`config.mk`:
```
export PLATFORM = sky130hd
export DESIGN_NAME = cartridge_bank_mapper_unit
export DESIGN_NICKNAME = d
export VERILOG_FILES = /design/src/sv/cbm_pkg.sv /design/src/sv/cbm_core.sv /design/src/sv/cartridge_bank_mapper_unit.sv
export SDC_FILE = /design/constraint.sdc
export NUM_CORES = 1
export LEC_CHECK = 0
export ABC_CLOCK_PERIOD_IN_PS = 7000
export BUFFER_PORTS_ARGS = -buffer_cell sky130_fd_sc_hd__buf_4
export CAP_MARGIN = 20
export CORE_ASPECT_RATIO = 1.1
export CORE_UTILIZATION = 48
export DETAILED_ROUTE_END_ITERATION = 12
export PLACE_DENSITY = 0.75
export RECOVER_POWER = 100
export SYNTH_ARGS = -nofsm -noshare
export SYNTH_HDL_FRONTEND = slang
export SYNTH_SLANG_ARGS = --single-unit
```
`constraint.sdc`:
```
create_clock -name clk_i -period 7 [get_ports clk_i]
set_clock_uncertainty 0.2 [all_clocks]
set_input_delay 1.05 -clock clk_i [delete_from_list [all_inputs] [get_ports clk_i]]
set_output_delay 1.05 -clock clk_i [all_outputs]
set_load 0.02 [all_outputs]
```
`src/sv/cbm_pkg.sv`:
```
// Package: shared types and constants of the cartridge bank mapper.
`default_nettype none
package cbm_pkg;

  // Kind of access reported with each result beat
  typedef enum logic [2:0] {
    TGT_ROM     = 3'd0,
    TGT_RAM     = 3'd1,
    TGT_RAM_OFF = 3'd2,
    TGT_REG     = 3'd3,
    TGT_OUTSIDE = 3'd4
  } cbm_target_e;

  // Mapper register picked by address bits 14:13 on a write below 0x8000
  typedef enum logic [1:0] {
    REG_RAM_ENABLE = 2'd0,
    REG_LOW_BANK   = 2'd1,
    REG_UPPER_BANK = 2'd2,
    REG_MODE       = 2'd3
  } cbm_reg_e;

  localparam int unsigned AddrW     = 16;
  localparam int unsigned DataW     = 8;
  localparam int unsigned CountW    = 8;
  localparam int unsigned RomAddrW  = 21;
  localparam int unsigned RamAddrW  = 15;
  localparam int unsigned BankOffW  = 14;
  localparam int unsigned RamOffW   = 13;
  localparam int unsigned InDataW   = 24;
  localparam int unsigned OutDataW  = 40;

  localparam logic [CountW-1:0] RomBankCountReset = 8'd2;
  localparam logic [3:0]        RamEnableKey      = 4'hA;

  // One translated access
  typedef struct packed {
    cbm_target_e          target;
    logic [RomAddrW-1:0]  rom_address;
    logic [RamAddrW-1:0]  ram_address;
    logic                 ram_write;
  } cbm_result_t;

endpackage
`default_nettype wire

```
`src/sv/cbm_core.sv`:
```
// Bank registers and address translation of the mapper for one access.
`default_nettype none
module cbm_core (
  input  wire logic                        clk_i,
  input  wire logic                        rst_ni,
  input  wire logic                        en_i,
  input  wire logic                        operation_i,
  input  wire logic [cbm_pkg::AddrW-1:0]   address_i,
  input  wire logic [cbm_pkg::DataW-1:0]   write_data_i,
  input  wire logic [cbm_pkg::CountW-1:0]  rom_bank_count_i,
  output cbm_pkg::cbm_result_t             result_o
);

  logic [3:0] ram_en_q,   ram_en_d;
  logic [4:0] low_bank_q, low_bank_d;
  logic [1:0] up_bank_q,  up_bank_d;
  logic [1:0] ram_sel_q,  ram_sel_d;
  logic       mode_q,     mode_d;

  logic [cbm_pkg::CountW-1:0] cnt_mask;
  logic [6:0]                 low_win_bank;
  logic [6:0]                 high_raw;
  logic [6:0]                 high_wrap;
  logic [6:0]                 high_bank;
  logic [6:0]                 up_probe;

  // Wrap a bank number that reaches the bank count
  function automatic logic [6:0] wrap_bank(input logic [6:0] bank,
                                           input logic [7:0] cnt,
                                           input logic [7:0] mask);
    logic [6:0] res;
    res = bank;
    if ({1'b0, bank} >= cnt) begin
      res = bank & mask[6:0];
    end
    return res;
  endfunction

  assign cnt_mask     = rom_bank_count_i - 8'd1;
  assign low_win_bank = wrap_bank({up_bank_q, 5'd0}, rom_bank_count_i, cnt_mask);
  assign high_raw     = {(mode_q ? 2'd0 : up_bank_q), low_bank_q & cnt_mask[4:0]};
  assign high_wrap    = wrap_bank(high_raw, rom_bank_count_i, cnt_mask);
  // Bank 128 drops out of the 21-bit ROM address, so keep seven bits
  assign high_bank    = high_wrap + {6'd0, (low_bank_q == 5'd0)};
  assign up_probe     = {write_data_i[1:0], low_bank_q};

  // Decode the access and work out the register updates
  always_comb begin
    ram_en_d   = ram_en_q;
    low_bank_d = low_bank_q;
    up_bank_d  = up_bank_q;
    ram_sel_d  = ram_sel_q;
    mode_d     = mode_q;
    result_o   = '{target: cbm_pkg::TGT_OUTSIDE, rom_address: '0,
                   ram_address: '0, ram_write: 1'b0};
    if (!address_i[15]) begin
      if (operation_i) begin
        result_o.target = cbm_pkg::TGT_REG;
        case (address_i[14:13])
          cbm_pkg::REG_RAM_ENABLE: ram_en_d   = write_data_i[3:0];
          cbm_pkg::REG_LOW_BANK:   low_bank_d = write_data_i[4:0];
          cbm_pkg::REG_UPPER_BANK: begin
            if (mode_q) begin
              ram_sel_d = write_data_i[1:0];
            end else if ({1'b0, up_probe} < rom_bank_count_i) begin
              up_bank_d = write_data_i[1:0];
            end
          end
          cbm_pkg::REG_MODE: mode_d = write_data_i[0];
          default: mode_d = mode_q;
        endcase
      end else begin
        result_o.target = cbm_pkg::TGT_ROM;
        if (!address_i[14]) begin
          result_o.rom_address = mode_q
            ? {low_win_bank, address_i[cbm_pkg::BankOffW-1:0]}
            : {7'd0, address_i[cbm_pkg::BankOffW-1:0]};
        end else begin
          result_o.rom_address = {high_bank, address_i[cbm_pkg::BankOffW-1:0]};
        end
      end
    end else if (address_i[15:13] == 3'b101) begin
      if (ram_en_q == cbm_pkg::RamEnableKey) begin
        result_o.target      = cbm_pkg::TGT_RAM;
        result_o.ram_address = {(mode_q ? ram_sel_q : 2'd0),
                                address_i[cbm_pkg::RamOffW-1:0]};
        result_o.ram_write   = operation_i;
      end else begin
        result_o.target = cbm_pkg::TGT_RAM_OFF;
      end
    end
  end

  // Commit register updates when the access moves on
  always_ff @(posedge clk_i or negedge rst_ni) begin
    if (!rst_ni) begin
      ram_en_q   <= '0;
      low_bank_q <= '0;
      up_bank_q  <= '0;
      ram_sel_q  <= '0;
      mode_q     <= 1'b0;
    end else if (en_i) begin
      ram_en_q   <= ram_en_d;
      low_bank_q <= low_bank_d;
      up_bank_q  <= up_bank_d;
      ram_sel_q  <= ram_sel_d;
      mode_q     <= mode_d;
    end
  end

endmodule
`default_nettype wire

```
`src/sv/cartridge_bank_mapper_unit.sv`:
```
// Top level of the cartridge bank mapper: stream ports, beat registers, count register.
//
// Each input beat is one CPU bus access (read or write) to the cartridge
// space; each output beat is the translated access: target kind in tuser,
// physical ROM address, cartridge RAM address and RAM write strobe in tdata.
// Writes below 0x8000 update the bank registers and report a register hit.
// Exactly one output beat leaves for every input beat, in order.
// Pipeline: input register, then translation, then result register; each
// result beat stays valid until taken. Throughput: one beat per cycle unless the
// receiver stalls, set by the single translation stage.
// The configuration channel carries the ROM bank count; it is always ready, and
// the user must write it only while no access is in flight, unchecked by the block.
// Reset clears the bank registers, sets the bank count to 2 and empties
// both beat registers. When the receiver stalls, the result register holds
// its beat, the input register fills, and then input tready drops until
// the output beat is taken.
`default_nettype none
module cartridge_bank_mapper_unit (
  input  wire logic                          clk_i,
  input  wire logic                          rst_ni,
  // slave stream: tdata = {write_data[23:16], address[15:0]}
  input  wire logic                          s_axis_tvalid,
  output logic                               s_axis_tready,
  input  wire logic [cbm_pkg::InDataW-1:0]   s_axis_tdata,
  // tuser = operation[0]
  input  wire logic                          s_axis_tuser,
  // master stream: tdata = {3'b0, ram_write[36], ram_address[35:21], rom_address[20:0]}
  output logic                               m_axis_tvalid,
  input  wire logic                          m_axis_tready,
  output logic [cbm_pkg::OutDataW-1:0]       m_axis_tdata,
  // tuser = target[2:0]
  output logic [2:0]                         m_axis_tuser,
  // configuration channel: rom_bank_count
  input  wire logic                          cfg_valid_i,
  output logic                               cfg_ready_o,
  input  wire logic [cbm_pkg::CountW-1:0]    cfg_data_i
);

  logic                          in_vld_q;
  logic                          in_op_q;
  logic [cbm_pkg::AddrW-1:0]     in_addr_q;
  logic [cbm_pkg::DataW-1:0]     in_wdata_q;
  logic                          out_vld_q;
  cbm_pkg::cbm_result_t          out_res_q;
  cbm_pkg::cbm_result_t          core_res;
  logic [cbm_pkg::CountW-1:0]    count_q;
  logic                          out_load;
  logic                          advance;
  logic                          in_fire;

  assign out_load      = !out_vld_q || m_axis_tready;
  assign advance       = in_vld_q && out_load;
  assign s_axis_tready = !in_vld_q || out_load;
  assign in_fire       = s_axis_tvalid && s_axis_tready;
  assign cfg_ready_o   = 1'b1;

  // Hold the bank count
  always_ff @(posedge clk_i or negedge rst_ni) begin
    if (!rst_ni) begin
      count_q <= cbm_pkg::RomBankCountReset;
    end else if (cfg_valid_i) begin
      count_q <= cfg_data_i;
    end
  end

  // Input beat register
  always_ff @(posedge clk_i or negedge rst_ni) begin
    if (!rst_ni) begin
      in_vld_q <= 1'b0;
    end else if (s_axis_tready) begin
      in_vld_q <= s_axis_tvalid;
    end
  end

  always_ff @(posedge clk_i) begin
    if (in_fire) begin
      in_op_q    <= s_axis_tuser;
      in_addr_q  <= s_axis_tdata[cbm_pkg::AddrW-1:0];
      in_wdata_q <= s_axis_tdata[cbm_pkg::AddrW +: cbm_pkg::DataW];
    end
  end

  cbm_core u_core (
    .clk_i            (clk_i),
    .rst_ni           (rst_ni),
    .en_i             (advance),
    .operation_i      (in_op_q),
    .address_i        (in_addr_q),
    .write_data_i     (in_wdata_q),
    .rom_bank_count_i (count_q),
    .result_o         (core_res)
  );

  // Result beat register
  always_ff @(posedge clk_i or negedge rst_ni) begin
    if (!rst_ni) begin
      out_vld_q <= 1'b0;
    end else if (out_load) begin
      out_vld_q <= in_vld_q;
    end
  end

  always_ff @(posedge clk_i) begin
    if (advance) begin
      out_res_q <= core_res;
    end
  end

  assign m_axis_tvalid = out_vld_q;
  assign m_axis_tuser  = out_res_q.target;
  assign m_axis_tdata  = {3'b000, out_res_q.ram_write, out_res_q.ram_address,
                          out_res_q.rom_address};

endmodule
`default_nettype wire

```
After elaboration in Yosys (flattened, before gate mapping)
Cells that the tools add are included.
{"block": "totals", "regBits": 86, "inputBits": 38, "output_inout_bits": 46, "wordCells": 56}
{"block": "classes", "n_addsub": 2, "magnitude_cmp": 3, "n_eq_ne": 5, "mux": 9, "bitwise_logic": 5, "reduce_logical": 16}
{"cell": "21-bit two-way mux", "n": 2}
{"cell": "7-bit by 8-bit greater-or-equal comparator with 1-bit output", "n": 2}
{"cell": "4-bit AND reduction", "n": 4}
{"cell": "7-bit AND", "n": 2}
{"cell": "7-bit two-way mux", "n": 2}
{"cell": "7-bit by 8-bit less-than comparator with 1-bit output", "n": 1}
{"cell": "7-bit by 1-bit adder with 7-bit output", "n": 1}
{"cell": "7-bit by 1-bit subtractor with 7-bit output, second input constant", "n": 1}
{"cell": "2-bit two-way mux", "n": 3}
{"cell": "3-bit two-way mux", "n": 2}
{"cell": "6-bit AND reduction", "n": 1}
{"cell": "5-bit AND", "n": 1}
{"cell": "5-bit zero test", "n": 1}
{"cell": "5-bit AND reduction", "n": 1}
{"cell": "2-bit == test, second input constant", "n": 2}
{"cell": "4-bit == test, second input constant", "n": 1}
{"cell": "3-bit == test, second input constant", "n": 1}
{"cell": "3-bit AND reduction", "n": 1}
{"cell": "2-bit by 1-bit == test with 1-bit output, second input constant", "n": 1}
{"cell": "1-bit logical AND", "n": 2}
{"cell": "1-bit zero test", "n": 2}
{"cell": "2-bit zero test", "n": 1}
{"cell": "1-bit logical OR", "n": 2}
{"cell": "1-bit NOT", "n": 2}
{"cell": "2-bit OR reduction", "n": 1}

Logic depth before layout (Yosys ltp)
{"block": "logic_depth", "ltp_word": 6, "mapped_depth": 11, "depth_no_buf": 10}

Hierarchy
A second synthesis with hierarchy kept.
{"block": "unflattened", "hier_cells": 282, "hier_area_um2": 3980.1}
{"module": "cartridge_bank_mapper_unit", "n_inst": 1, "cells_each": 96, "area_each_um2": 2411.1, "seq_area_each_um2": 2203.4}
{"module": "cbm_core", "n_inst": 1, "cells_each": 186, "area_each_um2": 1569.0, "seq_area_each_um2": 350.3}

Worst setup path after synthesis
OpenSTA, ideal clock, no wires.
{"block": "synth_path", "path_kind": "input-to-reg", "start": "input m_axis_tready", "end": "register u_core.low_bank_q[0]", "setup_ps": 125, "arrival_ps": 2830, "t_required_ps": 6675, "slack_ps": 3846, "cell_stages": 5, "path_buffers": 0, "path_cell_list": "nand2b_1 -> and2_1 -> nor2b_1 -> nand2_1 -> mux2_2"}
{"block": "synth_between", "elab_chain_cells": 3}
{"element": "start, declared", "line_no": "cartridge_bank_mapper_unit.sv:29", "source": "input wire logic m_axis_tready,"}
{"element": "1-bit logical OR", "line_no": "cartridge_bank_mapper_unit.sv:51", "source": "assign out_load = !out_vld_q || m_axis_tready;"}
{"element": "1-bit logical AND", "line_no": "cartridge_bank_mapper_unit.sv:52", "source": "assign advance = in_vld_q && out_load;"}
{"element": "via advance", "line_no": "cartridge_bank_mapper_unit.sv:48", "source": "logic advance;"}
{"element": "4-bit AND reduction (no line)"}
{"element": "end signal, assigned", "line_no": "cbm_core.sv:104", "source": "low_bank_q <= low_bank_d;"}
{"element": "end, declared", "line_no": "cbm_core.sv:15", "source": "logic [4:0] low_bank_q, low_bank_d;"}
The timed path passes the listed nets, and every way through them passes these cells.
A chain may end at the register's enable or synchronous reset.

Worst setup path in the final report
{"block": "layout_path", "start": "input m_axis_tready", "end": "register u_core.low_bank_q[4]"}
The elaborated chain is that of the path after synthesis.

==> results.py <==
metrics = {
    "outcome": {
        "status": "finished with violations",
        "violations": "max-capacitance violations, max-slew violations",
    },
    "drt": {
        "drtIter0Drc": 118,
        "firstDrtPassIters": 4,
        "vias_per_cell": 5.114,
        "drc": 0,
        "routedWlPerCell_um": 14.57,
        "num_vias": 2429,
        "ant_nets": 0,
        "wirelength_um": 6919,
    },
    "global_route": {
        "grt_pass1_vias": 2287,
        "grt_max_degree": 42,
        "grt_pass1_wl_um": 11070,
        "globalRouteOverflowTotal": 0,
        "grt_usage_pct": 17.99,
        "antenna_found_initial": 0,
    },
    "pwr": {
        "peakVddDrop_mv": 0.1060,
        "p_leak_nw": 1.771,
        "p_per_area_nw_per_um2": 269.2,
    },
    "clock_network": {
        "clk_path_buf_depth": 2,
        "clk_latency_ns": 0.35,
        "cts_tree": "built",
        "post_cts_buffers": 0,
        "ctsHoldBuffers": 0,
        "numCtsBuffers": 9,
        "clock-sinks": 86,
        "clk_pin_slew_ns": 0.09,
        "root_buffer": "clkbuf_8",
        "cts.htree.levels": 3,
        "cts_resized": 0,
    },
    "sta": {
        "finalHoldViolCount": 0,
        "slew_viol_final": 42,
        "period_share_pct": 55.53,
        "slew_headroom_pct": -66.93,
        "timing.fmax_mhz": 257.2,
        "finalSetupViolations": 0,
        "tns_ns": 0,
        "rsz0062_at_grt": "false",
        "tightestPinTransition_ns": 2.502,
        "min_period_ns": 3.887,
    },
    "critical_path": {
        "crit_path_max_fanout": 41,
        "end_kind": "register",
        "cp_top_family": "simple AND/OR/NAND/NOR gates",
        "critPathRequiredTime_ns": 7.04,
        "setup.worst_path.start_class": "primary input",
        "path_class": "in -> reg",
        "worstPathCellList": "clkbuf_4, nand2b_1, and2_0, nor2b_1, nand2_1, mux2_2",
        "reg2reg_slack_ns": 3.54,
        "worstPathArrival_ns": 3.93,
        "crit_slowest_cell": "and2_0",
        "max_stage_delay_ns": 1.83,
        "path_buf_inv": 1,
    },
    "synth": {
        "syn_area_sq_um": 3836,
        "ys.flop_type": "edfxtp_1",
        "ys_async_sr_fraction_pct": 27.91,
        "post-synth-top-area-fraction_pct": 48.53,
        "synth_top_family_by_area": "simple AND/OR/NAND/NOR gates",
        "synthSimpleGateAreaFrac_pct": 16.21,
        "synthAdderAreaFrac_pct": 4.892,
        "ys_seq_elements": 86,
        "synth_cell_type_count": 44,
        "syn_avg_cell_area_sq_um": 13.41,
        "yosys_warnings": 0,
        "synth_compound_area_share_pct": 6.491,
        "synth_xor_area_share_pct": 1.826,
        "synthMuxAreaShare_pct": 3.523,
        "seq_area_frac_synth_pct": 64.22,
        "synth_top_cell_by_area": "edfxtp_1",
        "synth_cells": 286,
        "synth.area.top_cells": "edfxtp_1 (49%), dfrtp_1 (15%), and2_1 (5.1%)",
        "synth-edff-count": 62,
    },
    "die": {
        "start_util_pct": 50.49,
        "core_sq_um": 7597,
        "die_h_um": 95.76,
        "io_pins": 84,
        "die_x_um": 87.24,
        "fp.dieArea_sq_um": 8354,
        "rows": 33,
    },
    "finish": {
        "layout_common_cells": "edfxtp_1 (62), clkbuf_1 (44), dfrtp_1 (23), clkbuf_4 (23), and2_1 (16)",
        "antenna_cells": 0,
        "drive_gt1_share_pct": 18.11,
        "synthToLayoutAreaGrowth_pct": 18.10,
        "nets": 418,
        "fin_util_pct": 59.63,
        "layout_commonest_cell": "edfxtp_1",
    },
    "hold_path": {
        "hp-class": "reg -> reg",
    },
    "job": {
        "maxCapViolCount": 1,
    },
    "place": {
        "gp_congestion": 0.8703,
        "io_buffer_count": 76,
        "dpl.hpwl_um": 4995,
    },
}
## power breakdown
part           total (mW)  switching [mW]  internal [mW]
registers           0.645          0.0393          0.606
logic               0.211           0.120         0.0908
clock network       0.363           0.190          0.173
total                1.22           0.350          0.870
## layer usage
layer	wire (um)	track usage (%)
met4	79	7.787
met2	3438	30.71
met3	361	2.916
met1	3040	22.78
met5	0	0
## worst register-to-register path, delay by kind of cell (launching register included)
kind / cells / cell delay (ns)
and+or+nand+nor: 4 / 2.43
muxes: 1 / 0.32
DFF: 1 / 0.40
## layout make-up
class                      count  area [sq um]
clock buffer                   9         123.9
tap                          105         131.4
clock inverter                 7         86.33
inverter                      11         41.29
sequential                    86          2464
multi-input combinational    181          1279
fill                         662          3067
timing repair buffer          76         405.4
## Yosys cell counts (all sizes together) (2+ instances only)
cell type	count
nor3b	5
xor2	3
nand4	3
clkbuf	5
ha	15
inv	11
nand3	6
nor4b	3
and2	31
and3	8
a211oi	3
o21ai	16
nand2b	7
xnor2	5
o21a	2
conb	2
nor2b	11
buf	5
nand2	15
dfrtp	23
a31oi	3
a21o	3
nor2	8
a21oi	4
mux2	12
o22ai	2
edfxtp	62
## through the flow
stage	setup slack [ns]	power (mW)	hold slack, ns	cell area (sq um)	cells
2_1_floorplan	3.846	0.8014	0.2554	3844	288
3_3_place_gp	3.946	0.8729	0.2818	4487	459
3_5_place_dp	3.910	0.8827	0.2833	4487	459
4_1_cts	4.028	1.242	0.3057	4697	475
5_1_grt	2.917	1.282	0.3425	4531	475
6_report	3.113	1.220	0.3020	4531	475
## registers in the layout, summed over array words and instances, names as in the netlist, 2 cells and up
signal	cells
u_core.ram_en_q	4
u_core.up_bank_q	2
in_addr_q	16
u_core.ram_sel_q	2
m_axis_tdata	37
in_wdata_q	5
count_q	8
m_axis_tuser	3
u_core.low_bank_q	5
## cells by family (layout without fill, tap and decap cells)
family / count (synthesis) / in the layout
compound gates: 38 / 38
flops: 86 / 86
simple gates: 104 / 104
buf+inv: 21 / 103
fa+ha+maj: 15 / 15
xor+xnor: 8 / 8
other cells: 2 / 4
mux: 12 / 12
## final timing paths
kind                               start  depth (start not counted)              endpoint
setup reg to reg           m_axis_tvalid                          5  u_core.low_bank_q[4]
hold / removal                  in_vld_q                          1         m_axis_tvalid
max in group asynchronous         rst_ni                          1   u_core.up_bank_q[1]
hold reg to reg                 in_vld_q                          1         m_axis_tvalid
min in group asynchronous         rst_ni                          1            count_q[5]
setup / recovery           m_axis_tready                          6  u_core.low_bank_q[4]
Note: power is estimated with default switching activity, not from simulation.
